<file path="config.mk">
export PLATFORM = sky130hd
export DESIGN_NAME = frame_deframer_crc8_flat
export DESIGN_NICKNAME = d
export VERILOG_FILES = /design/src/rtl/fdcrc8_pkg.sv /design/src/rtl/fdcrc8_req_if.sv /design/src/rtl/fdcrc8_rsp_if.sv /design/src/rtl/fdcrc8_ram.sv /design/src/rtl/fdcrc8_queue.sv /design/src/rtl/fdcrc8_front.sv /design/src/rtl/fdcrc8_back.sv /design/src/rtl/frame_deframer_crc8.sv /design/src/flat_wrapper.sv
export SDC_FILE = /design/constraint.sdc
export NUM_CORES = 1
export LEC_CHECK = 0
export BUFFER_PORTS_ARGS = -buffer_cell sky130_fd_sc_hd__clkbuf_2
export CORE_MARGIN = 4
export CORE_UTILIZATION = 60
export DETAILED_ROUTE_END_ITERATION = 8
export PLACE_DENSITY = 0.86
export RECOVER_POWER = 25
export SYNTH_ARGS = -nofsm -noshare
export SYNTH_HDL_FRONTEND = slang
export SYNTH_SLANG_ARGS = --single-unit
</file>
<file path="constraint.sdc">
create_clock -name clock -period 8.51 [get_ports clock]
set_input_delay 0.4255 -clock clock [delete_from_list [all_inputs] [get_ports clock]]
set_output_delay 0.4255 -clock clock [all_outputs]
set_load 0.01 [all_outputs]
</file>
<file path="src/rtl/fdcrc8_pkg.sv">
package fdcrc8_pkg;

   localparam int MAX_PAYLOAD = 32;
   localparam int IDX_W       = $clog2(MAX_PAYLOAD);
   localparam int ADDR_W      = IDX_W + 1;
   localparam int RAM_DEPTH   = 2 * MAX_PAYLOAD;

   localparam logic [1:0] ST_GOOD        = 2'd0;
   localparam logic [1:0] ST_BAD_VERSION = 2'd1;
   localparam logic [1:0] ST_TOO_LONG    = 2'd2;
   localparam logic [1:0] ST_BAD_CRC     = 2'd3;

   localparam logic [1:0] REG_SYNC_FIRST  = 2'd0;
   localparam logic [1:0] REG_SYNC_SECOND = 2'd1;
   localparam logic [1:0] REG_EXP_VERSION = 2'd2;

   localparam logic [7:0] CRC_POLY = 8'h07;
   localparam logic [7:0] CRC_INIT = 8'h00;

   typedef struct packed {
      logic [7:0] sync_first;
      logic [7:0] sync_second;
      logic [7:0] version;
   } cfg_type;

   // One finished frame (or error) handed from parser to emitter
   typedef struct packed {
      logic [1:0] status;
      logic [7:0] msg_type;
      logic [5:0] payload_len;
      logic       bank;
   } frame_desc_type;

   typedef struct packed {
      logic              en;
      logic [ADDR_W-1:0] addr;
      logic [7:0]        data;
   } ram_wr_type;

   typedef struct packed {
      logic [1:0] status;
      logic [7:0] msg_type;
      logic [5:0] payload_len;
      logic       has_byte;
      logic [4:0] byte_index;
      logic [7:0] payload_byte;
      logic       last;
   } rsp_beat_type;

   // CRC-8, MSB first, no reflection, no final xor
   function automatic logic [7:0] crc8_feed(logic [7:0] crc, logic [7:0] b);
      logic [7:0] c;
      c = crc ^ b;
      for (int i = 0; i < 8; i++) begin
         if (c[7]) begin
            c = (c << 1) ^ CRC_POLY;
         end else begin
            c = c << 1;
         end
      end
      return c;
   endfunction

endpackage

</file>
<file path="src/rtl/fdcrc8_req_if.sv">
interface fdcrc8_req_if;
   logic       valid;
   logic       ready;
   logic [7:0] rx_byte;

   modport source (output valid, output rx_byte, input ready);
   modport sink (input valid, input rx_byte, output ready);
endinterface

</file>
<file path="src/rtl/fdcrc8_rsp_if.sv">
interface fdcrc8_rsp_if;
   logic       valid;
   logic       ready;
   logic [1:0] status;
   logic [7:0] msg_type;
   logic [5:0] payload_len;
   logic       has_byte;
   logic [4:0] byte_index;
   logic [7:0] payload_byte;
   logic       last;

   modport source (output valid, output status, output msg_type, output payload_len,
                   output has_byte, output byte_index, output payload_byte,
                   output last, input ready);
   modport sink (input valid, input status, input msg_type, input payload_len,
                 input has_byte, input byte_index, input payload_byte,
                 input last, output ready);
endinterface

</file>
<file path="src/rtl/fdcrc8_ram.sv">
module fdcrc8_ram #(
   parameter int WIDTH = 8,
   parameter int DEPTH = 64
) (
   input  logic                     clock,
   input  logic                     wr_en,
   input  logic [$clog2(DEPTH)-1:0] wr_addr,
   input  logic [WIDTH-1:0]         wr_data,
   input  logic                     rd_en,
   input  logic [$clog2(DEPTH)-1:0] rd_addr,
   output logic [WIDTH-1:0]         rd_data
);

   logic [WIDTH-1:0] mem_ff [DEPTH];
   logic [WIDTH-1:0] rd_data_ff;

   always_ff @(posedge clock) begin
      if (wr_en) begin
         mem_ff[wr_addr] <= wr_data;
      end
      if (rd_en) begin
         rd_data_ff <= mem_ff[rd_addr];
      end
   end

   assign rd_data = rd_data_ff;

endmodule

</file>
<file path="src/rtl/fdcrc8_queue.sv">
module fdcrc8_queue (
   input  logic                     clock,
   input  logic                     reset,
   input  logic                     push,
   input  fdcrc8_pkg::frame_desc_type push_desc,
   input  logic                     pop,
   output fdcrc8_pkg::frame_desc_type head,
   output logic                     empty,
   output logic                     full
);

   fdcrc8_pkg::frame_desc_type entry_ff [2];
   logic       wr_ptr_ff, wr_ptr_in;
   logic       rd_ptr_ff, rd_ptr_in;
   logic [1:0] count_ff, count_in;

   always_comb begin
      wr_ptr_in = wr_ptr_ff ^ push;
      rd_ptr_in = rd_ptr_ff ^ pop;
      count_in  = count_ff + {1'b0, push} - {1'b0, pop};
   end

   always_ff @(posedge clock) begin
      if (reset) begin
         wr_ptr_ff <= 1'b0;
         rd_ptr_ff <= 1'b0;
         count_ff  <= 2'd0;
      end else begin
         wr_ptr_ff <= wr_ptr_in;
         rd_ptr_ff <= rd_ptr_in;
         count_ff  <= count_in;
      end
   end

   always_ff @(posedge clock) begin
      if (push) begin
         entry_ff[wr_ptr_ff] <= push_desc;
      end
   end

   assign head  = entry_ff[rd_ptr_ff];
   assign empty = (count_ff == 2'd0);
   assign full  = (count_ff == 2'd2);

endmodule

</file>
<file path="src/rtl/fdcrc8_front.sv">
module fdcrc8_front (
   input  logic                       clock,
   input  logic                       reset,
   input  fdcrc8_pkg::cfg_type        cfg,
   input  logic                       in_valid,
   input  logic [7:0]                 in_byte,
   output logic                       in_ready,
   input  logic                       q_full,
   output logic                       q_push,
   output fdcrc8_pkg::frame_desc_type q_desc,
   output fdcrc8_pkg::ram_wr_type     ram_wr
);

   localparam logic [2:0] PH_SYNC1 = 3'd0;
   localparam logic [2:0] PH_SYNC2 = 3'd1;
   localparam logic [2:0] PH_VER   = 3'd2;
   localparam logic [2:0] PH_TYPE  = 3'd3;
   localparam logic [2:0] PH_LEN   = 3'd4;
   localparam logic [2:0] PH_DATA  = 3'd5;
   localparam logic [2:0] PH_CRC   = 3'd6;

   logic [2:0] phase_ff, phase_in;
   logic [7:0] crc_ff, crc_in;
   logic [7:0] type_ff, type_in;
   logic [5:0] len_ff, len_in;
   logic [5:0] taken_ff, taken_in;
   logic       bank_ff, bank_in;
   logic       accept;
   logic [7:0] crc_next;
   logic [5:0] taken_inc;

   assign in_ready  = !q_full;
   assign accept    = in_valid && !q_full;
   assign crc_next  = fdcrc8_pkg::crc8_feed(crc_ff, in_byte);
   assign taken_inc = taken_ff + 6'd1;

   always_comb begin
      phase_in = phase_ff;
      crc_in   = crc_ff;
      type_in  = type_ff;
      len_in   = len_ff;
      taken_in = taken_ff;
      bank_in  = bank_ff;
      q_push   = 1'b0;
      q_desc   = '0;
      ram_wr   = '0;
      if (accept) begin
         case (phase_ff)
            PH_SYNC1: begin
               if (in_byte == cfg.sync_first) begin
                  phase_in = PH_SYNC2;
               end
            end
            PH_SYNC2: begin
               if (in_byte == cfg.sync_second) begin
                  phase_in = PH_VER;
               end else if (in_byte != cfg.sync_first) begin
                  phase_in = PH_SYNC1;
               end
            end
            PH_VER: begin
               if (in_byte == cfg.version) begin
                  crc_in   = fdcrc8_pkg::crc8_feed(fdcrc8_pkg::CRC_INIT, in_byte);
                  phase_in = PH_TYPE;
               end else begin
                  // a bad version that matches the first sync byte reopens the hunt
                  phase_in      = (in_byte == cfg.sync_first) ? PH_SYNC2 : PH_SYNC1;
                  q_push        = 1'b1;
                  q_desc.status = fdcrc8_pkg::ST_BAD_VERSION;
               end
            end
            PH_TYPE: begin
               type_in  = in_byte;
               crc_in   = crc_next;
               phase_in = PH_LEN;
            end
            PH_LEN: begin
               if (in_byte > 8'(fdcrc8_pkg::MAX_PAYLOAD)) begin
                  phase_in      = PH_SYNC1;
                  q_push        = 1'b1;
                  q_desc.status = fdcrc8_pkg::ST_TOO_LONG;
               end else begin
                  len_in   = in_byte[5:0];
                  taken_in = 6'd0;
                  crc_in   = crc_next;
                  phase_in = (in_byte == 8'd0) ? PH_CRC : PH_DATA;
               end
            end
            PH_DATA: begin
               ram_wr.en   = 1'b1;
               ram_wr.addr = {bank_ff, taken_ff[fdcrc8_pkg::IDX_W-1:0]};
               ram_wr.data = in_byte;
               crc_in      = crc_next;
               taken_in    = taken_inc;
               if (taken_inc >= len_ff) begin
                  phase_in = PH_CRC;
               end
            end
            PH_CRC: begin
               phase_in = PH_SYNC1;
               q_push   = 1'b1;
               if (in_byte != crc_ff) begin
                  q_desc.status = fdcrc8_pkg::ST_BAD_CRC;
               end else begin
                  q_desc.status      = fdcrc8_pkg::ST_GOOD;
                  q_desc.msg_type    = type_ff;
                  q_desc.payload_len = len_ff;
                  q_desc.bank        = bank_ff;
                  // hand this bank to the emitter, fill the other one next
                  if (len_ff != 6'd0) begin
                     bank_in = !bank_ff;
                  end
               end
            end
            default: begin
               phase_in = PH_SYNC1;
            end
         endcase
      end
   end

   always_ff @(posedge clock) begin
      if (reset) begin
         phase_ff <= PH_SYNC1;
         bank_ff  <= 1'b0;
      end else begin
         phase_ff <= phase_in;
         bank_ff  <= bank_in;
      end
   end

   always_ff @(posedge clock) begin
      crc_ff   <= crc_in;
      type_ff  <= type_in;
      len_ff   <= len_in;
      taken_ff <= taken_in;
   end

endmodule

</file>
<file path="src/rtl/fdcrc8_back.sv">
module fdcrc8_back (
   input  logic                                clock,
   input  logic                                reset,
   input  logic                                q_empty,
   input  fdcrc8_pkg::frame_desc_type          q_head,
   output logic                                q_pop,
   output logic                                rd_en,
   output logic [fdcrc8_pkg::ADDR_W-1:0]       rd_addr,
   input  logic [7:0]                          rd_data,
   output logic                                out_valid,
   input  logic                                out_ready,
   output fdcrc8_pkg::rsp_beat_type            out_beat
);

   localparam logic [1:0] BK_IDLE = 2'd0;
   localparam logic [1:0] BK_READ = 2'd1;
   localparam logic [1:0] BK_SHOW = 2'd2;

   logic [1:0]                     state_ff, state_in;
   logic [fdcrc8_pkg::IDX_W-1:0]   idx_ff, idx_in;
   fdcrc8_pkg::rsp_beat_type       beat_ff, beat_in;
   logic [fdcrc8_pkg::IDX_W-1:0]   idx_inc;
   logic                           idx_is_last;

   assign idx_inc     = idx_ff + fdcrc8_pkg::IDX_W'(1);
   assign idx_is_last = (({1'b0, idx_ff} + (fdcrc8_pkg::IDX_W + 1)'(1))
                         == (fdcrc8_pkg::IDX_W + 1)'(q_head.payload_len));

   always_comb begin
      state_in = state_ff;
      idx_in   = idx_ff;
      beat_in  = beat_ff;
      q_pop    = 1'b0;
      rd_en    = 1'b0;
      rd_addr  = {q_head.bank, idx_ff};
      case (state_ff)
         BK_IDLE: begin
            if (!q_empty) begin
               if ((q_head.status != fdcrc8_pkg::ST_GOOD) ||
                   (q_head.payload_len == 6'd0)) begin
                  // single beat: error status or empty good frame
                  beat_in        = '0;
                  beat_in.status = q_head.status;
                  beat_in.last   = 1'b1;
                  if (q_head.status == fdcrc8_pkg::ST_GOOD) begin
                     beat_in.msg_type = q_head.msg_type;
                  end
                  state_in = BK_SHOW;
               end else begin
                  idx_in   = '0;
                  rd_en    = 1'b1;
                  rd_addr  = {q_head.bank, {fdcrc8_pkg::IDX_W{1'b0}}};
                  state_in = BK_READ;
               end
            end
         end
         BK_READ: begin
            beat_in.status       = fdcrc8_pkg::ST_GOOD;
            beat_in.msg_type     = q_head.msg_type;
            beat_in.payload_len  = q_head.payload_len;
            beat_in.has_byte     = 1'b1;
            beat_in.byte_index   = 5'(idx_ff);
            beat_in.payload_byte = rd_data;
            beat_in.last         = idx_is_last;
            state_in             = BK_SHOW;
         end
         BK_SHOW: begin
            if (out_ready) begin
               if (beat_ff.last) begin
                  q_pop    = 1'b1;
                  state_in = BK_IDLE;
               end else begin
                  idx_in   = idx_inc;
                  rd_en    = 1'b1;
                  rd_addr  = {q_head.bank, idx_inc};
                  state_in = BK_READ;
               end
            end
         end
         default: begin
            state_in = BK_IDLE;
         end
      endcase
   end

   always_ff @(posedge clock) begin
      if (reset) begin
         state_ff <= BK_IDLE;
      end else begin
         state_ff <= state_in;
      end
   end

   always_ff @(posedge clock) begin
      idx_ff  <= idx_in;
      beat_ff <= beat_in;
   end

   assign out_valid = (state_ff == BK_SHOW);
   assign out_beat  = beat_ff;

endmodule

</file>
<file path="src/rtl/frame_deframer_crc8.sv">
// Byte-stream deframer: hunts for two sync bytes, checks the version, takes type, length
// (up to 32), payload and a CRC-8 (poly 0x07, init 0) over version..payload. A good
// frame yields one beat per payload byte (one beat for an empty payload), last marking
// the final one; a version, length or CRC error yields one status beat. The parser takes
// one input beat per cycle and stalls only while the two-entry frame queue is full, that
// is while two finished frames or error reports wait to be sent (the one being sent
// counts), which the two payload banks in the 64-byte RAM match. The emitter reads each
// payload byte from the RAM, registers it into a result beat and holds that beat on the
// output until it is taken; only then does it read the next byte. A status beat or an
// empty good frame is registered straight from the queue head instead. Configuration
// registers sit at byte addresses 0, 4 and 8 and should be written only while idle.
module frame_deframer_crc8 (
   input  logic                clock,
   input  logic                reset,
   fdcrc8_req_if.sink          req_chan,
   fdcrc8_rsp_if.source        rsp_chan,
   input  logic                csr_psel,
   input  logic                csr_penable,
   input  logic                csr_pwrite,
   input  logic [3:0]          csr_paddr,
   input  logic [31:0]         csr_pwdata,
   output logic [31:0]         csr_prdata,
   output logic                csr_pready
);

   fdcrc8_pkg::cfg_type         cfg_ff, cfg_in;
   logic                        csr_wr;
   logic [1:0]                  csr_index;
   logic                        q_push, q_pop, q_empty, q_full;
   fdcrc8_pkg::frame_desc_type  q_desc, q_head;
   fdcrc8_pkg::ram_wr_type      ram_wr;
   logic                        rd_en;
   logic [fdcrc8_pkg::ADDR_W-1:0] rd_addr;
   logic [7:0]                  rd_data;
   fdcrc8_pkg::rsp_beat_type    beat;

   assign csr_pready = 1'b1;
   assign csr_wr     = csr_psel && csr_penable && csr_pwrite && csr_pready;
   assign csr_index  = csr_paddr[3:2];

   always_comb begin
      cfg_in = cfg_ff;
      if (csr_wr) begin
         case (csr_index)
            fdcrc8_pkg::REG_SYNC_FIRST:  cfg_in.sync_first  = csr_pwdata[7:0];
            fdcrc8_pkg::REG_SYNC_SECOND: cfg_in.sync_second = csr_pwdata[7:0];
            fdcrc8_pkg::REG_EXP_VERSION: cfg_in.version     = csr_pwdata[7:0];
            default: begin
               cfg_in = cfg_ff;
            end
         endcase
      end
   end

   always_comb begin
      case (csr_index)
         fdcrc8_pkg::REG_SYNC_FIRST:  csr_prdata = {24'd0, cfg_ff.sync_first};
         fdcrc8_pkg::REG_SYNC_SECOND: csr_prdata = {24'd0, cfg_ff.sync_second};
         fdcrc8_pkg::REG_EXP_VERSION: csr_prdata = {24'd0, cfg_ff.version};
         default:                     csr_prdata = 32'd0;
      endcase
   end

   always_ff @(posedge clock) begin
      if (reset) begin
         cfg_ff.sync_first  <= 8'hAA;
         cfg_ff.sync_second <= 8'h55;
         cfg_ff.version     <= 8'h01;
      end else begin
         cfg_ff <= cfg_in;
      end
   end

   fdcrc8_front u_front (
      .clock    (clock),
      .reset    (reset),
      .cfg      (cfg_ff),
      .in_valid (req_chan.valid),
      .in_byte  (req_chan.rx_byte),
      .in_ready (req_chan.ready),
      .q_full   (q_full),
      .q_push   (q_push),
      .q_desc   (q_desc),
      .ram_wr   (ram_wr)
   );

   fdcrc8_queue u_queue (
      .clock     (clock),
      .reset     (reset),
      .push      (q_push),
      .push_desc (q_desc),
      .pop       (q_pop),
      .head      (q_head),
      .empty     (q_empty),
      .full      (q_full)
   );

   fdcrc8_ram #(
      .WIDTH (8),
      .DEPTH (fdcrc8_pkg::RAM_DEPTH)
   ) u_ram (
      .clock   (clock),
      .wr_en   (ram_wr.en),
      .wr_addr (ram_wr.addr),
      .wr_data (ram_wr.data),
      .rd_en   (rd_en),
      .rd_addr (rd_addr),
      .rd_data (rd_data)
   );

   fdcrc8_back u_back (
      .clock     (clock),
      .reset     (reset),
      .q_empty   (q_empty),
      .q_head    (q_head),
      .q_pop     (q_pop),
      .rd_en     (rd_en),
      .rd_addr   (rd_addr),
      .rd_data   (rd_data),
      .out_valid (rsp_chan.valid),
      .out_ready (rsp_chan.ready),
      .out_beat  (beat)
   );

   assign rsp_chan.status       = beat.status;
   assign rsp_chan.msg_type     = beat.msg_type;
   assign rsp_chan.payload_len  = beat.payload_len;
   assign rsp_chan.has_byte     = beat.has_byte;
   assign rsp_chan.byte_index   = beat.byte_index;
   assign rsp_chan.payload_byte = beat.payload_byte;
   assign rsp_chan.last         = beat.last;

   a_no_queue_overflow: assert property (@(posedge clock) disable iff (reset)
      q_push |-> !q_full)
      else $error("frame queue pushed while full");

   a_no_pop_when_empty: assert property (@(posedge clock) disable iff (reset)
      q_pop |-> !q_empty)
      else $error("frame queue popped while empty");

   a_data_only_good: assert property (@(posedge clock) disable iff (reset)
      (rsp_chan.valid && rsp_chan.has_byte) |-> (rsp_chan.status == fdcrc8_pkg::ST_GOOD))
      else $error("payload beat carries an error status");

   a_error_is_last: assert property (@(posedge clock) disable iff (reset)
      (rsp_chan.valid && (rsp_chan.status != fdcrc8_pkg::ST_GOOD))
         |-> (rsp_chan.last && !rsp_chan.has_byte))
      else $error("error status beat not single and last");

endmodule

</file>
<file path="src/flat_wrapper.sv">
// flat-port wrapper written by rule: the top's interface ports become plain ports
module frame_deframer_crc8_flat 
  (clock, reset, csr_psel, csr_penable, csr_pwrite, csr_paddr, csr_pwdata, csr_prdata, csr_pready, req_chan_valid, req_chan_rx_byte, req_chan_ready, rsp_chan_valid, rsp_chan_status, rsp_chan_msg_type, rsp_chan_payload_len, rsp_chan_has_byte, rsp_chan_byte_index, rsp_chan_payload_byte, rsp_chan_last, rsp_chan_ready);
  fdcrc8_req_if req_chan_i ();
  fdcrc8_rsp_if rsp_chan_i ();
  input  logic clock;
  input  logic reset;
  input  logic csr_psel;
  input  logic csr_penable;
  input  logic csr_pwrite;
  input  logic [3:0] csr_paddr;
  input  logic [31:0] csr_pwdata;
  output logic [31:0] csr_prdata;
  output logic csr_pready;
  input wire logic [$bits(req_chan_i.valid)-1:0] req_chan_valid;
  input wire logic [$bits(req_chan_i.rx_byte)-1:0] req_chan_rx_byte;
  output wire logic [$bits(req_chan_i.ready)-1:0] req_chan_ready;
  output wire logic [$bits(rsp_chan_i.valid)-1:0] rsp_chan_valid;
  output wire logic [$bits(rsp_chan_i.status)-1:0] rsp_chan_status;
  output wire logic [$bits(rsp_chan_i.msg_type)-1:0] rsp_chan_msg_type;
  output wire logic [$bits(rsp_chan_i.payload_len)-1:0] rsp_chan_payload_len;
  output wire logic [$bits(rsp_chan_i.has_byte)-1:0] rsp_chan_has_byte;
  output wire logic [$bits(rsp_chan_i.byte_index)-1:0] rsp_chan_byte_index;
  output wire logic [$bits(rsp_chan_i.payload_byte)-1:0] rsp_chan_payload_byte;
  output wire logic [$bits(rsp_chan_i.last)-1:0] rsp_chan_last;
  input wire logic [$bits(rsp_chan_i.ready)-1:0] rsp_chan_ready;
  assign req_chan_i.valid = req_chan_valid;
  assign req_chan_i.rx_byte = req_chan_rx_byte;
  assign req_chan_ready = req_chan_i.ready;
  assign rsp_chan_valid = rsp_chan_i.valid;
  assign rsp_chan_status = rsp_chan_i.status;
  assign rsp_chan_msg_type = rsp_chan_i.msg_type;
  assign rsp_chan_payload_len = rsp_chan_i.payload_len;
  assign rsp_chan_has_byte = rsp_chan_i.has_byte;
  assign rsp_chan_byte_index = rsp_chan_i.byte_index;
  assign rsp_chan_payload_byte = rsp_chan_i.payload_byte;
  assign rsp_chan_last = rsp_chan_i.last;
  assign rsp_chan_i.ready = rsp_chan_ready;
  frame_deframer_crc8 u_core (.clock(clock), .reset(reset), .req_chan(req_chan_i), .rsp_chan(rsp_chan_i), .csr_psel(csr_psel), .csr_penable(csr_penable), .csr_pwrite(csr_pwrite), .csr_paddr(csr_paddr), .csr_pwdata(csr_pwdata), .csr_prdata(csr_prdata), .csr_pready(csr_pready));
endmodule
</file>
# Word level (Yosys, flattened, before mapping)
# Memories as Yosys holds them, arrays and structs flattened. A register that Yosys moved wholly into a read port is not among the register bits.
# Cells that the tools add are included.
[totals]
ff_bits = 98
mem_bits_rw = 546
input_bits = 51
out_inout_bits = 66
word_cells = 207
memories = 2
[op_classes]
addsub = 5
magnitude_cmp = 2
n_eq_ne = 27
muxes = 97
bitwise = 21
n_reduce_logical = 32
[mem_list]
columns = ["name", "depth", "width", "read_ports", "rd_clocked_by_memory_dff", "wr", "line", "source"]
rows = [
  ["u_core.u_ram.mem_ff", 64, 8, 1, 1, 1, "fdcrc8_ram.sv:14", "logic [WIDTH-1:0] mem_ff [DEPTH];"],
  ["u_core.u_queue.entry_ff", 2, 17, 1, 1, 1, "fdcrc8_queue.sv:12", "fdcrc8_pkg::frame_desc_type entry_ff [2];"],
]
[ops]
columns = ["op", "n"]
rows = [
  ["2-to-1 mux 8 bit", 24],
  ["2-to-1 mux 3 bit", 22],
  ["2-to-1 mux 31 bit", 2],
  ["case mux 31 bit (2 select lines)", 1],
  ["2-to-1 mux 15 bit", 4],
  ["inverter 3 bit", 16],
  ["case mux 8 bit (3 select lines)", 2],
  ["2-to-1 mux 5 bit", 8],
  ["equality test 8 bit", 3],
  ["case mux 5 bit (2 select lines)", 2],
  ["2-to-1 mux 1 bit", 18],
  ["case mux 3 bit (6 select lines)", 1],
  ["2-to-1 mux 17 bit", 1],
  ["inequality test 2 bit (second input constant)", 8],
  ["inequality test 8 bit", 2],
  ["2-to-1 mux 2 bit", 6],
  ["case mux 2 bit (3 select lines)", 2],
  ["case mux 6 bit (2 select lines)", 1],
  ["AND reduction 4 bit", 3],
  ["AND reduction 2 bit", 5],
  ["equality test 3 bit (second input constant)", 3],
  ["AND reduction 3 bit", 3],
  ["greater-than comparator 8 x 6 -> 1 bit (second input constant)", 1],
  ["zero test 2 bit", 4],
  ["30 further kinds", 42],
]

# Logic depth before layout (Yosys ltp)
# Gate-level depths: netlist of the first run.
[logic_depth]
word_depth = 39
ltp_mapped = 16
depth_no_buf = 15

# Cells and area by module
# A second synthesis of the first run with hierarchy kept.
[unflattened]
cells_unflattened = 1569
hier_area_um2 = 27385.0
[modules_own_cells]
columns = ["mod", "n_inst", "cells_per_inst", "area_each_um2"]
rows = [
  ["fdcrc8_ram", 1, 940, 20246.9],
  ["fdcrc8_front", 1, 264, 2576.2],
  ["fdcrc8_back", 1, 138, 1715.4],
  ["fdcrc8_queue", 1, 72, 1477.7],
  ["frame_deframer_crc8", 1, 155, 1368.8],
]

# Worst setup path after synthesis of the first run
# No wires, ideal clock.
[synth_path]
path_type = "register to register"
start = "register u_core.u_front.phase_ff[2]"
end = "memory u_core.u_ram.mem_ff[0][2] (data pin)"
setup_time_ns = 0.680
arrival_time_ns = 3.630
required_ns = 7.830
slack_ns = 4.200
stages_incl_launch_ff = 7
path_buffers = 2
period_less_slack_ns = 4.310
path_cell_list = "dfxtp_1 -> clkbuf_1 -> inv_1 -> nor2_1 -> nand2_1 -> clkbuf_1 -> nor3_1"
[synth_lines]
columns = ["element", "line", "source"]
rows = [
  ["start: declaration", "fdcrc8_front.sv:22", "logic [2:0] phase_ff, phase_in;"],
  ["start signal: assignment", "fdcrc8_front.sv:127", "phase_ff <= phase_in;"],
  ["end: declaration", "fdcrc8_ram.sv:14", ""],
]

==> flow_summary.toml, run 1 <==
[sta]
fin_skew_ns = 0.05017
max_freq_mhz = 174.6
min_period_ns = 5.729
relSlewSlack_pct = -106.9
period_share_pct = 67.32
fin_tns_setup_ns = 0
rsz0062_at_grt = "no"
tightest_slew_ns = 3.104
report.final.setup_viol = 0
slew_viol_final = 316
hold_viol_final = 0

[power]
seqPwrFrac_pct = 53.2
p_sw_share_pct = 22.07
p_per_area_mw_per_mm2 = 225.0
irDropWorstVdd_uv = 185.1
p_leak_nw = 9.571
p_switching_mw = 1.490
p_int_mw = 5.261
p_clk_share_pct = 41.5
p_comb_share_pct = 5.3

[clock_tree]
cts_tree = "done"
clk_path_buf_depth = 3
cts.sinks = 652
cts_hold_buffers = 0
clk_latency_ns = 0.66
h-tree-depth = 2
post-cts-setup-buffer-count = 0
cts.clk_slew.worst_paths_ns = 0.07
cts_made_buffers = 61
post_cts_resized = 0
cts_root_buf = "clkbuf_16"

[floorplanning]
io_pins = 117
start_util_pct = 61.16
rows = 77
dieArea_mm2 = 0.04885
die_x_um = 221.0
fp.dieH_um = 221.0
coreArea_mm2 = 0.04451

[yosys]
synth_common_cells = "edfxtp_1, nand2_1, nor2_1"
ys_warn_count = 0
ys_types = 73
ys_async_sr_fraction_pct = 0
synth_top_cell_area_share_pct = 68.17
ys.flop_type = "edfxtp_1"
synth.largest_area_cell = "edfxtp_1"
synth_seq_cells = 652
avgSynthCellArea_um2 = 13.47
synth_most_common_cell = "edfxtp_1"
synth.area.top_cells = "edfxtp_1, nand2_1, mux2i_1"
synth_edf_count = 618
synthCells = 2021
synth_area_mm2 = 0.02722
seq_area_frac_synth_pct = 70.67

[placed_design]
io_buffer_count = 65
dp.cells = 2588
routabilityCongestion = 0.8977
hpwl_mm = 40.85
place_area_mm2 = 0.02804

[final_layout]
n_antenna_cell = 0
finalNonFillerCells = 2704
drive_above_1_share_pct = 7.955
final_net_count = 2129
fin_area_mm2 = 0.03000
syn_to_final_growth_pct = 10.19
final_core_util_pct = 67.39

[status]
outcome = "finished, violations left"
violations = "capacitance limit, slew limit"

[drt]
drtAntennaViolNets = 0
drc_errors = 0
drtIter0Drc = 2733
routed_wl_mm = 70.04
num_vias = 18101
drt-vias-per-instance = 6.694
wire_per_inst_um = 25.90
first_pass_iters = 6

[global_routing]
grt_overflow_total = 0
grt_max_degree = 93
antenna_found_initial = 3
grt_usage_pct = 27.69
grt_pass1_vias = 18127
grt_pass1_wl_mm = 105.6

[setup_path]
critical_path_class = "flop to flop"
cp.arrival_ns = 6.14
crit_path_max_fanout = 27
crit_end = "u_core.u_ram.rd_data[6]"
crit_family = "compound AO/OA/AOI/OAI gates"
worstSetupEndpointType = "flop"
cp_cell_sequence = "clkbuf_1 > nor3b_1 > a2bb2oi_1 > a22oi_4 > a311oi_4 > buf_4 > a311oi_1 > a22o_1 > a311o_1 > or3_1"
r2r_slack_ns = 2.78
cp_slowest_cell = "clkbuf_1"
crit_cells = 10
required_ns = 8.92
crit_path_start_kind = "flop"
path_buf_inv = 2
rr_endpoint = "u_core.u_ram.rd_data[6]"
worst_r2r_path_depth = 10
reg2reg_from = "u_core.u_queue.rd_ptr_ff"
worstSetupStartpoint = "u_core.u_queue.rd_ptr_ff"
slowest_delay_ns = 1.09

[min_path]
hp-class = "primary input to flop"
hp-start = "csr_pwdata[2]"

[run]
maxCapViolations = 6
==> logic make-up (layout without fill, tap and decap cells) <==
family	count (synthesis)	count (layout)	synth area share [%]
and+or+nand+nor	713	713	11.68
DFF	652	652	70.67
AOI/OAI and AO/OA	287	287	7.639
buffers and inverters	166	234	2.735
muxes	102	102	3.773
xor gates and xnor gates	80	80	2.601
adders and majority gates	19	19	0.8732
other	2	25	0.02759
==> layer usage <==
metal	global-route usage [%]	wire length, um	vias to the layer above
li1	-	-	7574
met4	13.33	3722	6
met2	45.92	34330	1431
met3	6.096	8137	275
met5	0	37	-
met1	35.01	23810	8815
==> stage by stage <==
stage	total power [mW]	hold WS, ns	worst slack (ns)
global route	6.937	0.06186	2.528
detailed placement	4.026	0.5179	3.226
finish	6.751	0.06326	2.781
global placement	4.004	0.5016	3.445
CTS	6.755	0.03696	3.267
floorplan	3.888	0.4847	4.200
==> how the worst min path moves through the flow <==
| stage | end | cells past startpoint | slack, ns |
|---|---|---|---|
| 4_1_cts | u_core.cfg_ff[10] | 3 | 0.04 |
| 3_5_place_dp | u_core.cfg_ff[19] | 2 | 0.52 |
| 2_1_floorplan | u_core.cfg_ff[0] | 2 | 0.48 |
| 5_1_grt | u_core.cfg_ff[10] | 3 | 0.06 |
| 3_3_place_gp | u_core.cfg_ff[17] | 2 | 0.50 |
| 6_report | u_core.cfg_ff[10] | 3 | 0.06 |
==> tightest hold or removal path: stages <==
cell and delay (ns):
clkbuf_2 0.10, mux2i_1 0.06, nand2_1 0.06
==> area by class of cell <==
type                            count  area (um^2)
Clock inverter                     43        486.7
Inverter                           25        93.84
Clock buffer                       73         1592
Multi-Input combinational cell   1226         7403
Tap cell                          592        740.7
Sequential cell                   652        19240
Timing Repair Buffer               93        442.9
Fill cell                        2853        14510
==> registers in the layout, summed over array words and instances (netlist names) <==
signal,cells
u_core.u_front.taken_ff,6
u_core.u_ram.mem_ff,512
u_core.u_front.crc_ff,8
u_core.u_front.bank_ff,1
u_core.u_back.state_ff,2
u_core.cfg_ff,24
u_core.u_back.idx_ff,5
u_core.u_front.type_ff,8
u_core.u_front.len_ff,6
u_core.u_back.out_beat,31
u_core.u_front.phase_ff,3
u_core.u_queue.entry_ff,34
u_core.u_queue.rd_ptr_ff,1
u_core.u_ram.rd_data,8
u_core.u_queue.wr_ptr_ff,1
u_core.u_queue.count_ff,2
==> layout by cell type, fill, tap and decap left out, drive strengths merged, types with 6 or more instances in the layout <==
cell type,n
a211oi,13
a21o,6
a21oi,87
a221oi,38
a2bb2oi,6
a311oi,9
a31oi,16
a32oi,12
and2,26
and3,16
buf,20
bufinv,8
clkbuf,146
clkinv,30
conb,25
dfxtp,34
edfxtp,618
ha,19
inv,25
mux2i,97
nand2,336
nand2b,9
nand3,98
nand4,17
nor2,142
nor3,25
nor4,8
o2111ai,6
o21ai,28
o21bai,8
o221a,10
o221ai,14
or4,8
xnor2,48
xor2,32
==> power groups by stage <==
stage | registers (mW) | logic, mW | clock network [mW]
2_1_floorplan | 3.69 | 0.200 | 0
3_3_place_gp | 3.65 | 0.356 | 0
3_5_place_dp | 3.65 | 0.372 | 0
4_1_cts | 3.59 | 0.379 | 2.79
5_1_grt | 3.59 | 0.388 | 2.95
6_report | 3.59 | 0.361 | 2.80
Power figures use the tool's default switching activity.
==> inputs of run 2 (changes only) <==
--- a/config.mk
+++ b/config.mk
@@ -7,9 +7,9 @@
 export LEC_CHECK = 0
 export BUFFER_PORTS_ARGS = -buffer_cell sky130_fd_sc_hd__clkbuf_2
 export CORE_MARGIN = 4
-export CORE_UTILIZATION = 60
+export CORE_UTILIZATION = 56
 export DETAILED_ROUTE_END_ITERATION = 8
-export PLACE_DENSITY = 0.86
+export PLACE_DENSITY = 0.84
 export RECOVER_POWER = 25
 export SYNTH_ARGS = -nofsm -noshare
 export SYNTH_HDL_FRONTEND = slang
==> constraint.sdc (replaced) <==
create_clock -name clock -period 4.9 [get_ports clock]
set_input_delay 0.245 -clock clock [delete_from_list [all_inputs] [get_ports clock]]
set_output_delay 0.245 -clock clock [all_outputs]
set_load 0.01 [all_outputs]
==> flow_summary.toml, run 2 (same netlist as run 1, synthesis figures left out) <==
[min_path]
min_path_cells = 1
hold_path_end = "u_core.u_front.len_ff[3]"
hp-start = "req_chan_rx_byte[3]"
hp-class = "primary input to flop"

[power]
irDropWorstVdd_uv = 286.0
p_leak_nw = 9.747
p_per_area_mw_per_mm2 = 384.2

[global_routing]
grt_overflow_total = 0
grt_pass1_wl_mm = 102.4
grt_max_degree = 118
antenna_found_initial = 5
grt_pass1_vias = 17462
grt_usage_pct = 25.29

[drt]
routed_wl_mm = 67.53
drc_errors = 0
wire_per_inst_um = 24.46
drtIter0Drc = 2921
num_vias = 17669
drtAntennaViolNets = 0
drt-vias-per-instance = 6.399
first_pass_iters = 6

[clock_tree]
cts.clk_slew.worst_paths_ns = 0.07
post_cts_resized = 0
post-cts-setup-buffer-count = 0
cts.sinks = 652
h-tree-depth = 2
cts_made_buffers = 60
cts_root_buf = "clkbuf_16"
cts_tree = "done"
clk_path_buf_depth = 3
cts_hold_buffers = 10
clk_latency_ns = 0.64

[final_layout]
final_net_count = 2166
layout_commonest_cell = "edfxtp_1"
syn_to_final_growth_pct = 11.33
largest_reg_flops = 512
layout_common_cells = "edfxtp_1, nand2_1, nor2_1, nand3_1, mux2i_1"
finalNonFillerCells = 2761
nFillCells = 3251
final_core_util_pct = 63.21
drive_above_1_share_pct = 8.904
largest-register = "u_core.u_ram.mem_ff"

[setup_path]
required_ns = 5.28
crit_path_max_fanout = 23
worst_r2r_path_depth = 8
crit_family = "compound AO/OA/AOI/OAI gates"
path_buf_inv = 0
cp.arrival_ns = 4.87
crit_path_start_kind = "flop"
worstSetupEndpointType = "flop"
critical_path_class = "flop to flop"
r2r_slack_ns = 0.40
reg2reg_from = "u_core.u_queue.rd_ptr_ff"
slowest_delay_ns = 0.90
rr_endpoint = "u_core.u_ram.rd_data[1]"
cp_slowest_cell = "a31oi_4"
cp_cell_sequence = "nor3b_1 > a2bb2oi_2 > nand2_1 > a31oi_4 > a221oi_1 > o21ai_0 > nand4_1 > or4_1"

[floorplanning]
fp.dieH_um = 228.5
dieArea_mm2 = 0.05221
coreArea_mm2 = 0.04795
die_x_um = 228.5
start_util_pct = 56.78
rows = 80
io_pins = 117

[status]
violations = "capacitance limit, slew limit"
outcome = "finished, violations left"

[sta]
period_share_pct = 91.74
hold_viol_final = 0
relSlewSlack_pct = -13.81
rsz0062_at_grt = "no"
tightest_slew_ns = 1.707
fin_tns_setup_ns = 0
max_freq_mhz = 222.5
min_period_ns = 4.495
fin_skew_ns = 0.02467
slew_viol_final = 98
report.final.setup_viol = 0

[placed_design]
io_buffer_count = 65
routabilityCongestion = 0.9235
dp.cells = 2639
hpwl_mm = 41.32

[run]
maxCapViolations = 2
-- run 2: final cells by class --
cell class	instances	area, um^2	share of cell area [%]
antenna	1	2.502	0.008256
clock buffer	80	1577	5.201
sequential	652	19240	63.47
multi-input combinational	1226	7420	24.48
timing repair buffer	131	775.7	2.559
clock inverter	31	432.9	1.428
inverter	25	93.84	0.3096
tap	615	769.5	2.539
-- run 2: power breakdown --
| part | switching (mW) | internal, mW | total [mW] |
|---|---|---|---|
| combinational | 0.414 | 0.192 | 0.605 |
| sequential | 0.0472 | 6.19 | 6.24 |
| clock | 2.01 | 2.79 | 4.80 |
| total | 2.47 | 9.17 | 11.6 |
-- run 2: metrics by stage --
stage	cell area [um^2]	setup slack [ns]	hold slack (ns)	total power, mW
finish	30310	0.4049	0.1424	11.65
global route	30310	0.2491	0.1476	11.96
CTS	30400	0.6511	0.01352	11.71
detailed placement	28290	0.6992	0.5087	6.977
global placement	28290	0.8185	0.4839	6.949
floorplan	27310	0.5896	0.3439	6.752
-- run 2: worst max path at each step --
stage | from | to | slack (ns) | cells after the start
finish | u_core.u_queue.rd_ptr_ff | u_core.u_ram.rd_data[1] | 0.40 | 8
global route | u_core.u_queue.rd_ptr_ff | u_core.u_ram.rd_data[2] | 0.25 | 9
CTS | u_core.u_queue.rd_ptr_ff | u_core.u_ram.rd_data[2] | 0.65 | 9
detailed placement | u_core.u_queue.rd_ptr_ff | u_core.u_ram.rd_data[2] | 0.70 | 9
global placement | u_core.u_queue.rd_ptr_ff | u_core.u_ram.rd_data[6] | 0.82 | 9
floorplan | u_core.u_front.phase_ff[2] | u_core.u_ram.mem_ff[0][2] | 0.59 | 6
-- run 2: routing by layer --
layer | vias up | part of all wire (%) | global-route usage (%)
li1 | 7648 | - | -
met1 | 8520 | 35 | 32.45
met2 | 1252 | 48 | 40.88
met3 | 247 | 12 | 6.368
met4 | 2 | 5.2 | 11.77
met5 | - | 0.016 | 0
